$ cat src/hdl/hbomc_pkg.sv
package hbomc_pkg;

    localparam int PWM_BITS = 12;
    localparam int LEVEL_W  = PWM_BITS + 1;
    localparam int DUTY_W   = 14;
    localparam int CALC_W   = DUTY_W + 1;
    localparam int TICK_W   = 16;

    localparam logic [CALC_W-1:0] FULL_SCALE = CALC_W'(1 << PWM_BITS);
    localparam logic [CALC_W-1:0] LEVEL_MAX  = FULL_SCALE - CALC_W'(1);

    // Reset values of the configuration registers.
    localparam logic [TICK_W-1:0] INHIBIT_TICKS_RST = 16'd1000;
    localparam logic [TICK_W-1:0] ALIVE_TICKS_RST   = 16'd3000;

    // Configuration register indexes.
    localparam logic [1:0] CFG_INHIBIT_TICKS       = 2'd0;
    localparam logic [1:0] CFG_ALIVE_TICKS         = 2'd1;
    localparam logic [1:0] CFG_STOP_ENTERS_INHIBIT = 2'd2;

    // Mode codes as they appear on the result.
    localparam logic [1:0] CODE_OFF     = 2'd0;
    localparam logic [1:0] CODE_ON      = 2'd1;
    localparam logic [1:0] CODE_INHIBIT = 2'd2;
    localparam logic [1:0] CODE_FAULT   = 2'd3;

    localparam logic ACTION_TICK    = 1'b0;
    localparam logic ACTION_COMMAND = 1'b1;

    typedef enum logic [3:0] {
        MODE_OFF     = 4'b0001,
        MODE_ON      = 4'b0010,
        MODE_INHIBIT = 4'b0100,
        MODE_FAULT   = 4'b1000
    } mode_t;

    typedef struct packed {
        logic       action;
        logic [7:0] cmd_low;
        logic [7:0] cmd_high;
        logic       fault_active;
    } in_t;

    typedef struct packed {
        logic [1:0]         mode_now;
        logic               dir_forward;
        logic               dir_reverse;
        logic               external_control;
        logic               over_current_flag;
        logic [DUTY_W-1:0]  duty_setting;
        logic [LEVEL_W-1:0] pwm_one_level;
        logic [LEVEL_W-1:0] pwm_two_level;
    } out_t;

endpackage

$ cat src/hdl/hbridge_output_mode_controller_unit.sv
// Channel | Direction | Handshake               | Payload
// in      | input     | in_valid / in_ready     | in_data  (hbomc_pkg::in_t)
// out     | output    | out_valid / out_ready   | out_data (hbomc_pkg::out_t)
// cfg     | input     | cfg_valid / cfg_ready   | cfg_index, cfg_data
//
// One item per cycle while the result is not stalled: a transaction is captured in
// the input register, then the mode logic writes the state and the result register
// from it once the result register is free or being taken.
// Reset clears state and valid flags and restores config defaults at once.
// A stalled result holds the pipeline; the input register still accepts one
// transaction while the result waits. cfg_ready is always high.
module hbridge_output_mode_controller_unit (
    input  logic            clk,
    input  logic            rst_n,
    input  logic            in_valid,
    output logic            in_ready,
    input  hbomc_pkg::in_t  in_data,
    output logic            out_valid,
    input  logic            out_ready,
    output hbomc_pkg::out_t out_data,
    input  logic            cfg_valid,
    output logic            cfg_ready,
    input  logic [1:0]      cfg_index,
    input  logic [15:0]     cfg_data
);

    typedef struct packed {
        hbomc_pkg::mode_t                     mode;
        logic                                 fwd;
        logic                                 rvs;
        logic                                 ext;
        logic                                 oc;
        logic [hbomc_pkg::DUTY_W-1:0]         duty;
        logic [hbomc_pkg::LEVEL_W-1:0]        pwm_one;
        logic [hbomc_pkg::LEVEL_W-1:0]        pwm_two;
        logic [hbomc_pkg::TICK_W-1:0]         inh_cnt;
        logic [hbomc_pkg::TICK_W-1:0]         alive_cnt;
        logic                                 alive_run;
    } st_t;

    logic [hbomc_pkg::TICK_W-1:0] inhibit_ticks_reg;
    logic [hbomc_pkg::TICK_W-1:0] alive_ticks_reg;
    logic                         stop_inhibit_reg;

    logic           in_valid_reg;
    hbomc_pkg::in_t in_reg;
    logic           out_valid_reg;
    hbomc_pkg::out_t out_reg;
    st_t            st_reg;
    st_t            st_next;
    logic           advance;

    function automatic st_t output_off(st_t s);
        st_t r;
        r = s;
        r.pwm_one   = '0;
        r.pwm_two   = '0;
        r.fwd       = 1'b0;
        r.rvs       = 1'b0;
        r.ext       = 1'b0;
        r.duty      = '0;
        r.alive_run = 1'b0;
        r.alive_cnt = '0;
        return r;
    endfunction

    function automatic st_t stop_output(st_t s, logic fault_in, logic to_inhibit,
                                        logic [hbomc_pkg::TICK_W-1:0] inh_load);
        st_t r;
        r = s;
        if (s.mode == hbomc_pkg::MODE_ON)
        begin
            r = output_off(s);
            if (to_inhibit)
            begin
                r.mode    = hbomc_pkg::MODE_INHIBIT;
                r.inh_cnt = inh_load;
            end
            else
            begin
                r.mode = hbomc_pkg::MODE_OFF;
            end
        end
        else if (s.mode == hbomc_pkg::MODE_FAULT && !fault_in)
        begin
            r.mode = hbomc_pkg::MODE_OFF;
            r.oc   = 1'b0;
        end
        return r;
    endfunction

    function automatic logic [1:0] mode_code(hbomc_pkg::mode_t m);
        logic [1:0] c;
        unique case (m)
            hbomc_pkg::MODE_OFF:     c = hbomc_pkg::CODE_OFF;
            hbomc_pkg::MODE_ON:      c = hbomc_pkg::CODE_ON;
            hbomc_pkg::MODE_INHIBIT: c = hbomc_pkg::CODE_INHIBIT;
            hbomc_pkg::MODE_FAULT:   c = hbomc_pkg::CODE_FAULT;
            default:                 c = hbomc_pkg::CODE_OFF;
        endcase
        return c;
    endfunction

    assign advance   = in_valid_reg && (!out_valid_reg || out_ready);
    assign in_ready  = !in_valid_reg || advance;
    assign cfg_ready = 1'b1;
    assign out_valid = out_valid_reg;
    assign out_data  = out_reg;

    always_comb
    begin
        st_t                            s;
        logic [hbomc_pkg::TICK_W-1:0]   inh_load;
        logic [hbomc_pkg::TICK_W-1:0]   alive_lim;
        logic [hbomc_pkg::TICK_W-1:0]   alive_inc;
        logic [hbomc_pkg::CALC_W-1:0]   duty_ext;
        logic [hbomc_pkg::CALC_W-1:0]   level;
        logic [1:0]                     dir;

        s         = st_reg;
        inh_load  = (inhibit_ticks_reg == '0) ? hbomc_pkg::TICK_W'(1) : inhibit_ticks_reg;
        alive_lim = (alive_ticks_reg == '0) ? hbomc_pkg::TICK_W'(1) : alive_ticks_reg;
        alive_inc = st_reg.alive_cnt + hbomc_pkg::TICK_W'(1);
        dir       = in_reg.cmd_high[7:6];
        duty_ext  = {1'b0, in_reg.cmd_high[5:0], in_reg.cmd_low};

        if (duty_ext > hbomc_pkg::FULL_SCALE)
        begin
            level = hbomc_pkg::LEVEL_MAX;
        end
        else
        begin
            level = hbomc_pkg::FULL_SCALE - duty_ext;
        end
        if (level > hbomc_pkg::LEVEL_MAX)
        begin
            level = hbomc_pkg::LEVEL_MAX;
        end

        if (in_reg.action == hbomc_pkg::ACTION_COMMAND)
        begin
            s.alive_run = 1'b1;
            s.alive_cnt = '0;
            if (dir != 2'b00)
            begin
                if (s.mode == hbomc_pkg::MODE_OFF)
                begin
                    s.mode    = hbomc_pkg::MODE_ON;
                    s.ext     = 1'b1;
                    s.pwm_one = hbomc_pkg::LEVEL_W'(hbomc_pkg::FULL_SCALE);
                    s.pwm_two = hbomc_pkg::LEVEL_W'(hbomc_pkg::FULL_SCALE);
                    if (dir[0])
                    begin
                        s.fwd = 1'b1;
                    end
                    else
                    begin
                        s.rvs = 1'b1;
                    end
                end
                if (s.mode == hbomc_pkg::MODE_ON)
                begin
                    s.duty = duty_ext[hbomc_pkg::DUTY_W-1:0];
                    if (s.fwd)
                    begin
                        s.pwm_two = level[hbomc_pkg::LEVEL_W-1:0];
                    end
                    else if (s.rvs)
                    begin
                        s.pwm_one = level[hbomc_pkg::LEVEL_W-1:0];
                    end
                end
            end
            else if (s.mode != hbomc_pkg::MODE_OFF)
            begin
                s = stop_output(s, in_reg.fault_active, stop_inhibit_reg, inh_load);
            end
        end
        else
        begin
            if (in_reg.fault_active && !s.oc)
            begin
                s      = output_off(s);
                s.mode = hbomc_pkg::MODE_FAULT;
                s.oc   = 1'b1;
            end
            if (s.inh_cnt != '0)
            begin
                s.inh_cnt = s.inh_cnt - hbomc_pkg::TICK_W'(1);
                if (s.inh_cnt == '0 && s.mode == hbomc_pkg::MODE_INHIBIT)
                begin
                    s.mode = hbomc_pkg::MODE_OFF;
                end
            end
            // The alive counter only advances if the fault path left it running.
            if (s.alive_run)
            begin
                s.alive_cnt = alive_inc;
                if (alive_inc >= alive_lim)
                begin
                    s.alive_cnt = '0;
                    if (s.mode == hbomc_pkg::MODE_ON)
                    begin
                        s = stop_output(s, in_reg.fault_active, stop_inhibit_reg, inh_load);
                    end
                end
            end
        end
        st_next = s;
    end

    always_ff @(posedge clk or negedge rst_n)
    begin
        if (!rst_n)
        begin
            inhibit_ticks_reg <= hbomc_pkg::INHIBIT_TICKS_RST;
            alive_ticks_reg   <= hbomc_pkg::ALIVE_TICKS_RST;
            stop_inhibit_reg  <= 1'b0;
        end
        else if (cfg_valid && cfg_ready)
        begin
            unique case (cfg_index)
                hbomc_pkg::CFG_INHIBIT_TICKS:       inhibit_ticks_reg <= cfg_data;
                hbomc_pkg::CFG_ALIVE_TICKS:         alive_ticks_reg   <= cfg_data;
                hbomc_pkg::CFG_STOP_ENTERS_INHIBIT: stop_inhibit_reg  <= cfg_data[0];
                default:                            ;
            endcase
        end
    end

    always_ff @(posedge clk or negedge rst_n)
    begin
        if (!rst_n)
        begin
            in_valid_reg  <= 1'b0;
            out_valid_reg <= 1'b0;
            st_reg        <= '{mode: hbomc_pkg::MODE_OFF, default: '0};
        end
        else
        begin
            if (in_ready)
            begin
                in_valid_reg <= in_valid;
            end
            if (advance)
            begin
                out_valid_reg <= 1'b1;
                st_reg        <= st_next;
            end
            else if (out_ready)
            begin
                out_valid_reg <= 1'b0;
            end
        end
    end

    always_ff @(posedge clk)
    begin
        if (in_valid && in_ready)
        begin
            in_reg <= in_data;
        end
        if (advance)
        begin
            out_reg.mode_now          <= mode_code(st_next.mode);
            out_reg.dir_forward       <= st_next.fwd;
            out_reg.dir_reverse       <= st_next.rvs;
            out_reg.external_control  <= st_next.ext;
            out_reg.over_current_flag <= st_next.oc;
            out_reg.duty_setting      <= st_next.duty;
            out_reg.pwm_one_level     <= st_next.pwm_one;
            out_reg.pwm_two_level     <= st_next.pwm_two;
        end
    end

endmodule

$ cat config.mk
export PLATFORM = sky130hd
export DESIGN_NAME = hbridge_output_mode_controller_unit
export DESIGN_NICKNAME = d
export VERILOG_FILES = /design/src/hdl/hbomc_pkg.sv /design/src/hdl/hbridge_output_mode_controller_unit.sv
export SDC_FILE = /design/constraint.sdc
export NUM_CORES = 1
export LEC_CHECK = 0
export ABC_AREA = 1
export ABC_CLOCK_PERIOD_IN_PS = 5500
export BUFFER_PORTS_ARGS = -buffer_cell sky130_fd_sc_hd__buf_2
export CORE_MARGIN = 8
export CORE_UTILIZATION = 25
export CTS_CLUSTER_SIZE = 30
export DETAILED_ROUTE_END_ITERATION = 10
export SYNTH_ARGS = -nofsm -noshare
export SYNTH_HDL_FRONTEND = slang
export SYNTH_SLANG_ARGS = --single-unit
$ cat constraint.sdc
create_clock -name clk -period 5.5 [get_ports clk]
set_input_delay 1.1 -clock clk [delete_from_list [all_inputs] [get_ports clk]]
set_output_delay 1.1 -clock clk [all_outputs]
set_load 0.005 [all_outputs]
* Word-level counts from Yosys, hierarchy flattened
Cells that the tools add are included.
Cells by class: muxes and demuxes 41, reductions and logical operators 24, $add $sub $neg 3, order comparisons 3, eq/ne operators 16
Operators with widths (number):
- two-way mux 81 bit | 7
- two-way mux 16 bit | 5
- two-way mux 40 bit | 2
- two-way mux 73 bit | 1
- two-way mux 13 bit | 4
- zero test 16 bit | 3
- two-way mux 33 bit | 1
- two-way mux 7 bit | 4
- two-way mux 26 bit | 1
- two-way mux 4 bit | 5
- adder 16 x 1 -> 16 bit (second input constant) | 1
- == test 4 x 2 -> 1 bit (second input constant) | 4
- greater-or-equal comparator 16 bit | 1
- nonzero test 16 bit | 1
- subtractor 16 x 1 -> 16 bit (second input constant) | 1
- > comparator 15 x 12 -> 1 bit (second input constant) | 1
- two-way mux 15 bit | 1
- subtractor 13 x 14 -> 15 bit (first input constant) | 1
- > comparator 14 x 13 -> 1 bit (second input constant) | 1
- == test 4 x 3 -> 1 bit (second input constant) | 2
- == test 4 bit (second input constant) | 2
- AND reduction 2 bit | 4
- two-way mux 1 bit | 7
- two-way mux 3 bit | 2
- 14 further kinds | 25
Storage, ports and cells: logic and storage cells 115, register bits after elaboration 180, bits of input ports 41

* Logic depth before layout (Yosys ltp)
depth in word-level cells 17, depth in mapped cells 22, depth with buffers taken out 22

* Worst setup path before layout
No wires, ideal clock.
kind input to register, start point input port out_ready, end point register out_reg, in the netlist out_data[0] (enable), slack 2134 ps, setup time 428 ps, stages 5, required time 5072 ps, arrival 2938 ps, cell sequence inv_1 -> nand2_1 -> nand2_1 -> inv_2 -> clkbuf_1
On the way: longest elaborated chain between the ends 2
Ends and longest elaborated chain:
- from (decl) | RTL line hbridge_output_mode_controller_unit.sv:19 | input logic out_ready,
- logical OR 1 bit | RTL line hbridge_output_mode_controller_unit.sv:104 | assign advance = in_valid_reg && (!out_valid_reg || out_ready);
- logical AND 1 bit | RTL line hbridge_output_mode_controller_unit.sv:104
- net advance | RTL line hbridge_output_mode_controller_unit.sv:51 | logic advance;
- to (decl) | RTL line hbridge_output_mode_controller_unit.sv:48 | hbomc_pkg::out_t out_reg;
The timed path passes the listed nets, and every way through them passes these cells. A chain may end at the register's enable or synchronous reset.

* Worst setup path in the final report
start point register st_reg[3] (netlist bit), end point register out_reg, in the netlist out_data[45] (data pin)
On the way: longest elaborated chain between the ends 7, elaborated cells on any way between the ends 9, those cells by class add/sub (1); order compare (1); eq/ne (3); mux (4)
Ends and longest elaborated chain:
- from (decl) | RTL line hbridge_output_mode_controller_unit.sv:49 | st_t st_reg;
- from (signal assigned) | RTL line hbridge_output_mode_controller_unit.sv:248 | st_reg <= st_next;
- adder 16 x 1 -> 16 bit * | RTL line hbridge_output_mode_controller_unit.sv:123 | alive_inc = st_reg.alive_cnt + hbomc_pkg::TICK_W'(1);
- greater-or-equal comparator 16 bit * | RTL line hbridge_output_mode_controller_unit.sv:199 | if (alive_inc >= alive_lim)
- two-way mux 81 bit * | RTL line hbridge_output_mode_controller_unit.sv:199
- two-way mux 81 bit * | RTL line hbridge_output_mode_controller_unit.sv:196 | if (s.alive_run)
- two-way mux 81 bit * | RTL line hbridge_output_mode_controller_unit.sv:140 | if (in_reg.action == hbomc_pkg::ACTION_COMMAND)
- == test 4 bit, or another cell as far along | RTL line hbridge_output_mode_controller_unit.sv:94 | unique case (m)
- case mux 2 bit (3 select lines) * | RTL line hbridge_output_mode_controller_unit.sv:94
Mark *: on every way between the ends. The rest lies on a longest branch, timed or not.

==> results.toml <==
[synthesis]
synthArstFlopShare = 0.644
yosysTopAreaCellShare = 0.249
synth_edf_count = 64
syn-mean-instance-area_um2 = 8.08
synth_area_um2 = 10200
yosysUniqueCellTypes = 55
ys_seq_area_frac = 0.473
yosysWarnings = 0
synthFlopType = "dfrtp_1"
synth-seq-cells = 180
synth_top_area_cell = "dfrtp_1"
yosys-top-cells-area = "dfrtp_1 25%, edfxtp_1 19%, nand2_1 12%"
netlist_instances = 1266
synth_fp_nets = 1328

[clock_network]
htreeDepth = 4
clkSinkCount = 180
clk_pin_slew_ps = 70
cts_tree = "done"
postCtsSetupBuffers = 0
max-clock-path-buffers = 2
clk_root_buffer_cell = "clkbuf_16"
clk_latency_ps = 450
cts_resized = 0
cts_buffers = 17
cts-hold-fix-buffers = 0

[global_route]
grt_pass1_wl_mm = 46.7
grt_pass1_vias = 8567
grt_use_total = 0.122
grt_max_degree = 67
antenna_found_initial = 0
grt_overflow_total = 0

[sta]
whs_ps = 488
rsz0062_at_grt = "no"
skew_ps = 11.0
fmaxAchievable_ghz = 0.258
setup_slack_ps = 1620
tns_ps = 0
post-route-min-period_ps = 3880
slew-limit-headroom = 0.248
hold_viol_final = 0
tightest_slew_ps = 1130
final_max_slew_viol_count = 0
finalSetupViolations = 0
finalCritPeriodShare = 0.705

[floorplan]
start_util = 0.252
io_pins = 90
core_area_um2 = 40600
die-width_um = 218
fp.dieArea_um2 = 47700
die_h_um = 218
rows = 74

[hold_path]
hold_path_class = "reg -> reg"
worstHoldPathCells = 2
whs_endpoint = "st_reg[73]$_DFFE_PN0P_"
min-delay-start = "st_reg[73]$_DFFE_PN0P_"

[place]
numPlacedInstances = 1837
port_buffers = 88
dp_slack_ps = 1650
hpwl_mm = 20.3
gp_congestion = 0.898

[worst_setup_path]
timing.rr.start = "st_reg[3]$_DFFE_PN0P_"
reg2reg_setup_slack_ps = 1620
cp_max_fo = 44
reg2reg_to = "out_data[45]$_DFFE_PP_"
cp-start-kind = "flip-flop"
critPathRequiredTime_ps = 5710
ff2ff_path_depth = 20
cp.arrival_ps = 4090
crit_path_end_kind = "flip-flop"
critPathKind = "reg -> reg"

[detailed_routing]
wire_per_inst_um = 15.7
drt_iter0_drc = 780
drc = 0
vias = 8980
ant_nets = 0
via_per_inst = 4.81
wirelength_mm = 29.3
detail_route.first_pass.iterations = 6

[final_layout]
largest_reg_flops = 81
drive_above_1_share = 0.147
multi_input_area_um2 = 4650
final_nets = 1386
n_antenna_cell = 0
areaGrowthSynthToFinish_pct = 14.7
fillers = 4335
seqCellArea_um2 = 4840
instances_no_fill = 1868

[power]
p_total_mw = 5.31
leakage_nw = 5.36
ir_worst_vdd_mv = 0.189
powerDensity_nw_per_um2 = 453

[flow_run]
cap_violations = 0

[status]
status = "finished, final reports clean"
## cell usage after synthesis, drive strengths merged (18+ instances only)
| cell | n |
|---|---|
| nand2 | 337 |
| o21ai | 119 |
| nor3 | 22 |
| a21oi | 51 |
| dfrtp | 102 |
| nor2 | 101 |
| nand3 | 102 |
| inv | 132 |
| a31oi | 28 |
| buf | 18 |
| ha | 21 |
| clkbuf | 40 |
| edfxtp | 64 |
## kinds of logic after synthesis
group,Yosys count,synth area share
mux,1,0.000978
fa+ha+maj,21,0.0257
flops,180,0.473
buf+inv,191,0.0741
xor+xnor,20,0.0171
compound gates,260,0.159
simple gates,592,0.249
other cells,1,0.000367
## metal layers
layer	track usage	up-vias	wire length, um
met5	0	-	0
li1	-	4402	-
met2	0.197	296	13800
met4	0.0367	0	350
met1	0.162	4259	13400
met3	0.0270	23	1810
## cells in the final DEF (no fill, tap or decap), types with 6 or more instances in the layout
| cell | count |
|---|---|
| o21ai_2 | 8 |
| ha_1 | 21 |
| nor4_1 | 9 |
| xor2_1 | 17 |
| nand3_1 | 99 |
| o21ai_1 | 12 |
| inv_2 | 10 |
| o211ai_1 | 8 |
| o41ai_2 | 10 |
| nor2_4 | 6 |
| dfstp_2 | 14 |
| o21ai_0 | 99 |
| a21boi_1 | 6 |
| nor3_1 | 20 |
| inv_1 | 120 |
| a21oi_1 | 48 |
| buf_2 | 87 |
| nor2_1 | 90 |
| dfrtp_1 | 102 |
| a31oi_1 | 28 |
| nand2_1 | 333 |
| nand4_1 | 11 |
| a22oi_1 | 11 |
| buf_4 | 10 |
| clkbuf_16 | 17 |
| o22ai_1 | 13 |
| edfxtp_1 | 64 |
## how the worst max path moves through the flow
stage                           from                endpoint  slack [ps]
2_1_floorplan              out_ready   out_data[0]$_DFFE_PP_        2130
3_3_place_gp   st_reg[4]$_DFFE_PN0P_  out_data[45]$_DFFE_PP_        1760
3_5_place_dp   st_reg[3]$_DFFE_PN0P_  out_data[45]$_DFFE_PP_        1650
4_1_cts        st_reg[4]$_DFFE_PN0P_  out_data[45]$_DFFE_PP_        1640
5_1_grt        st_reg[4]$_DFFE_PN0P_  out_data[45]$_DFFE_PP_        1220
6_report       st_reg[3]$_DFFE_PN0P_  out_data[45]$_DFFE_PP_        1620
## through the flow
step | util | area [um^2]
after CTS | 0.289 | 11700
final | 0.289 | 11700
after detailed placement | 0.275 | 11200
after global routing | 0.289 | 11700
after global placement | 0.275 | 11200
after floorplan | - | 10200
## power breakdown
part	switching, mW	leakage, nW	internal (mW)
registers	0.333	2.08	1.85
logic	1.25	3.01	0.669
clock network	0.543	0.267	0.667
total	2.13	5.36	3.18
## cell type report
cell class              count  share of cell area
clock buffers              19              0.0369
clock inverters            12              0.0112
inverters                 133              0.0429
multi-input cells         895               0.396
flip-flops and latches    180               0.413
well taps                 532              0.0567
repair buffers             97              0.0435
## critical path, stage by stage, from the launching register on
cell	delay (ps)
dfrtp_1	400
inv_1	100
nor4_2	350
nand3_1	190
nor2_1	160
inv_1	70
nor2_1	140
xor2_1	210
inv_1	60
ha_1	300
a21oi_1	150
o21ai_0	100
a21oi_1	140
nand3_1	200
nand3_2	100
buf_4	440
nand3_1	130
nand2_1	100
nand2_1	110
nand3_1	100
nor2_1	50
Power figures use the tool's default switching activity.
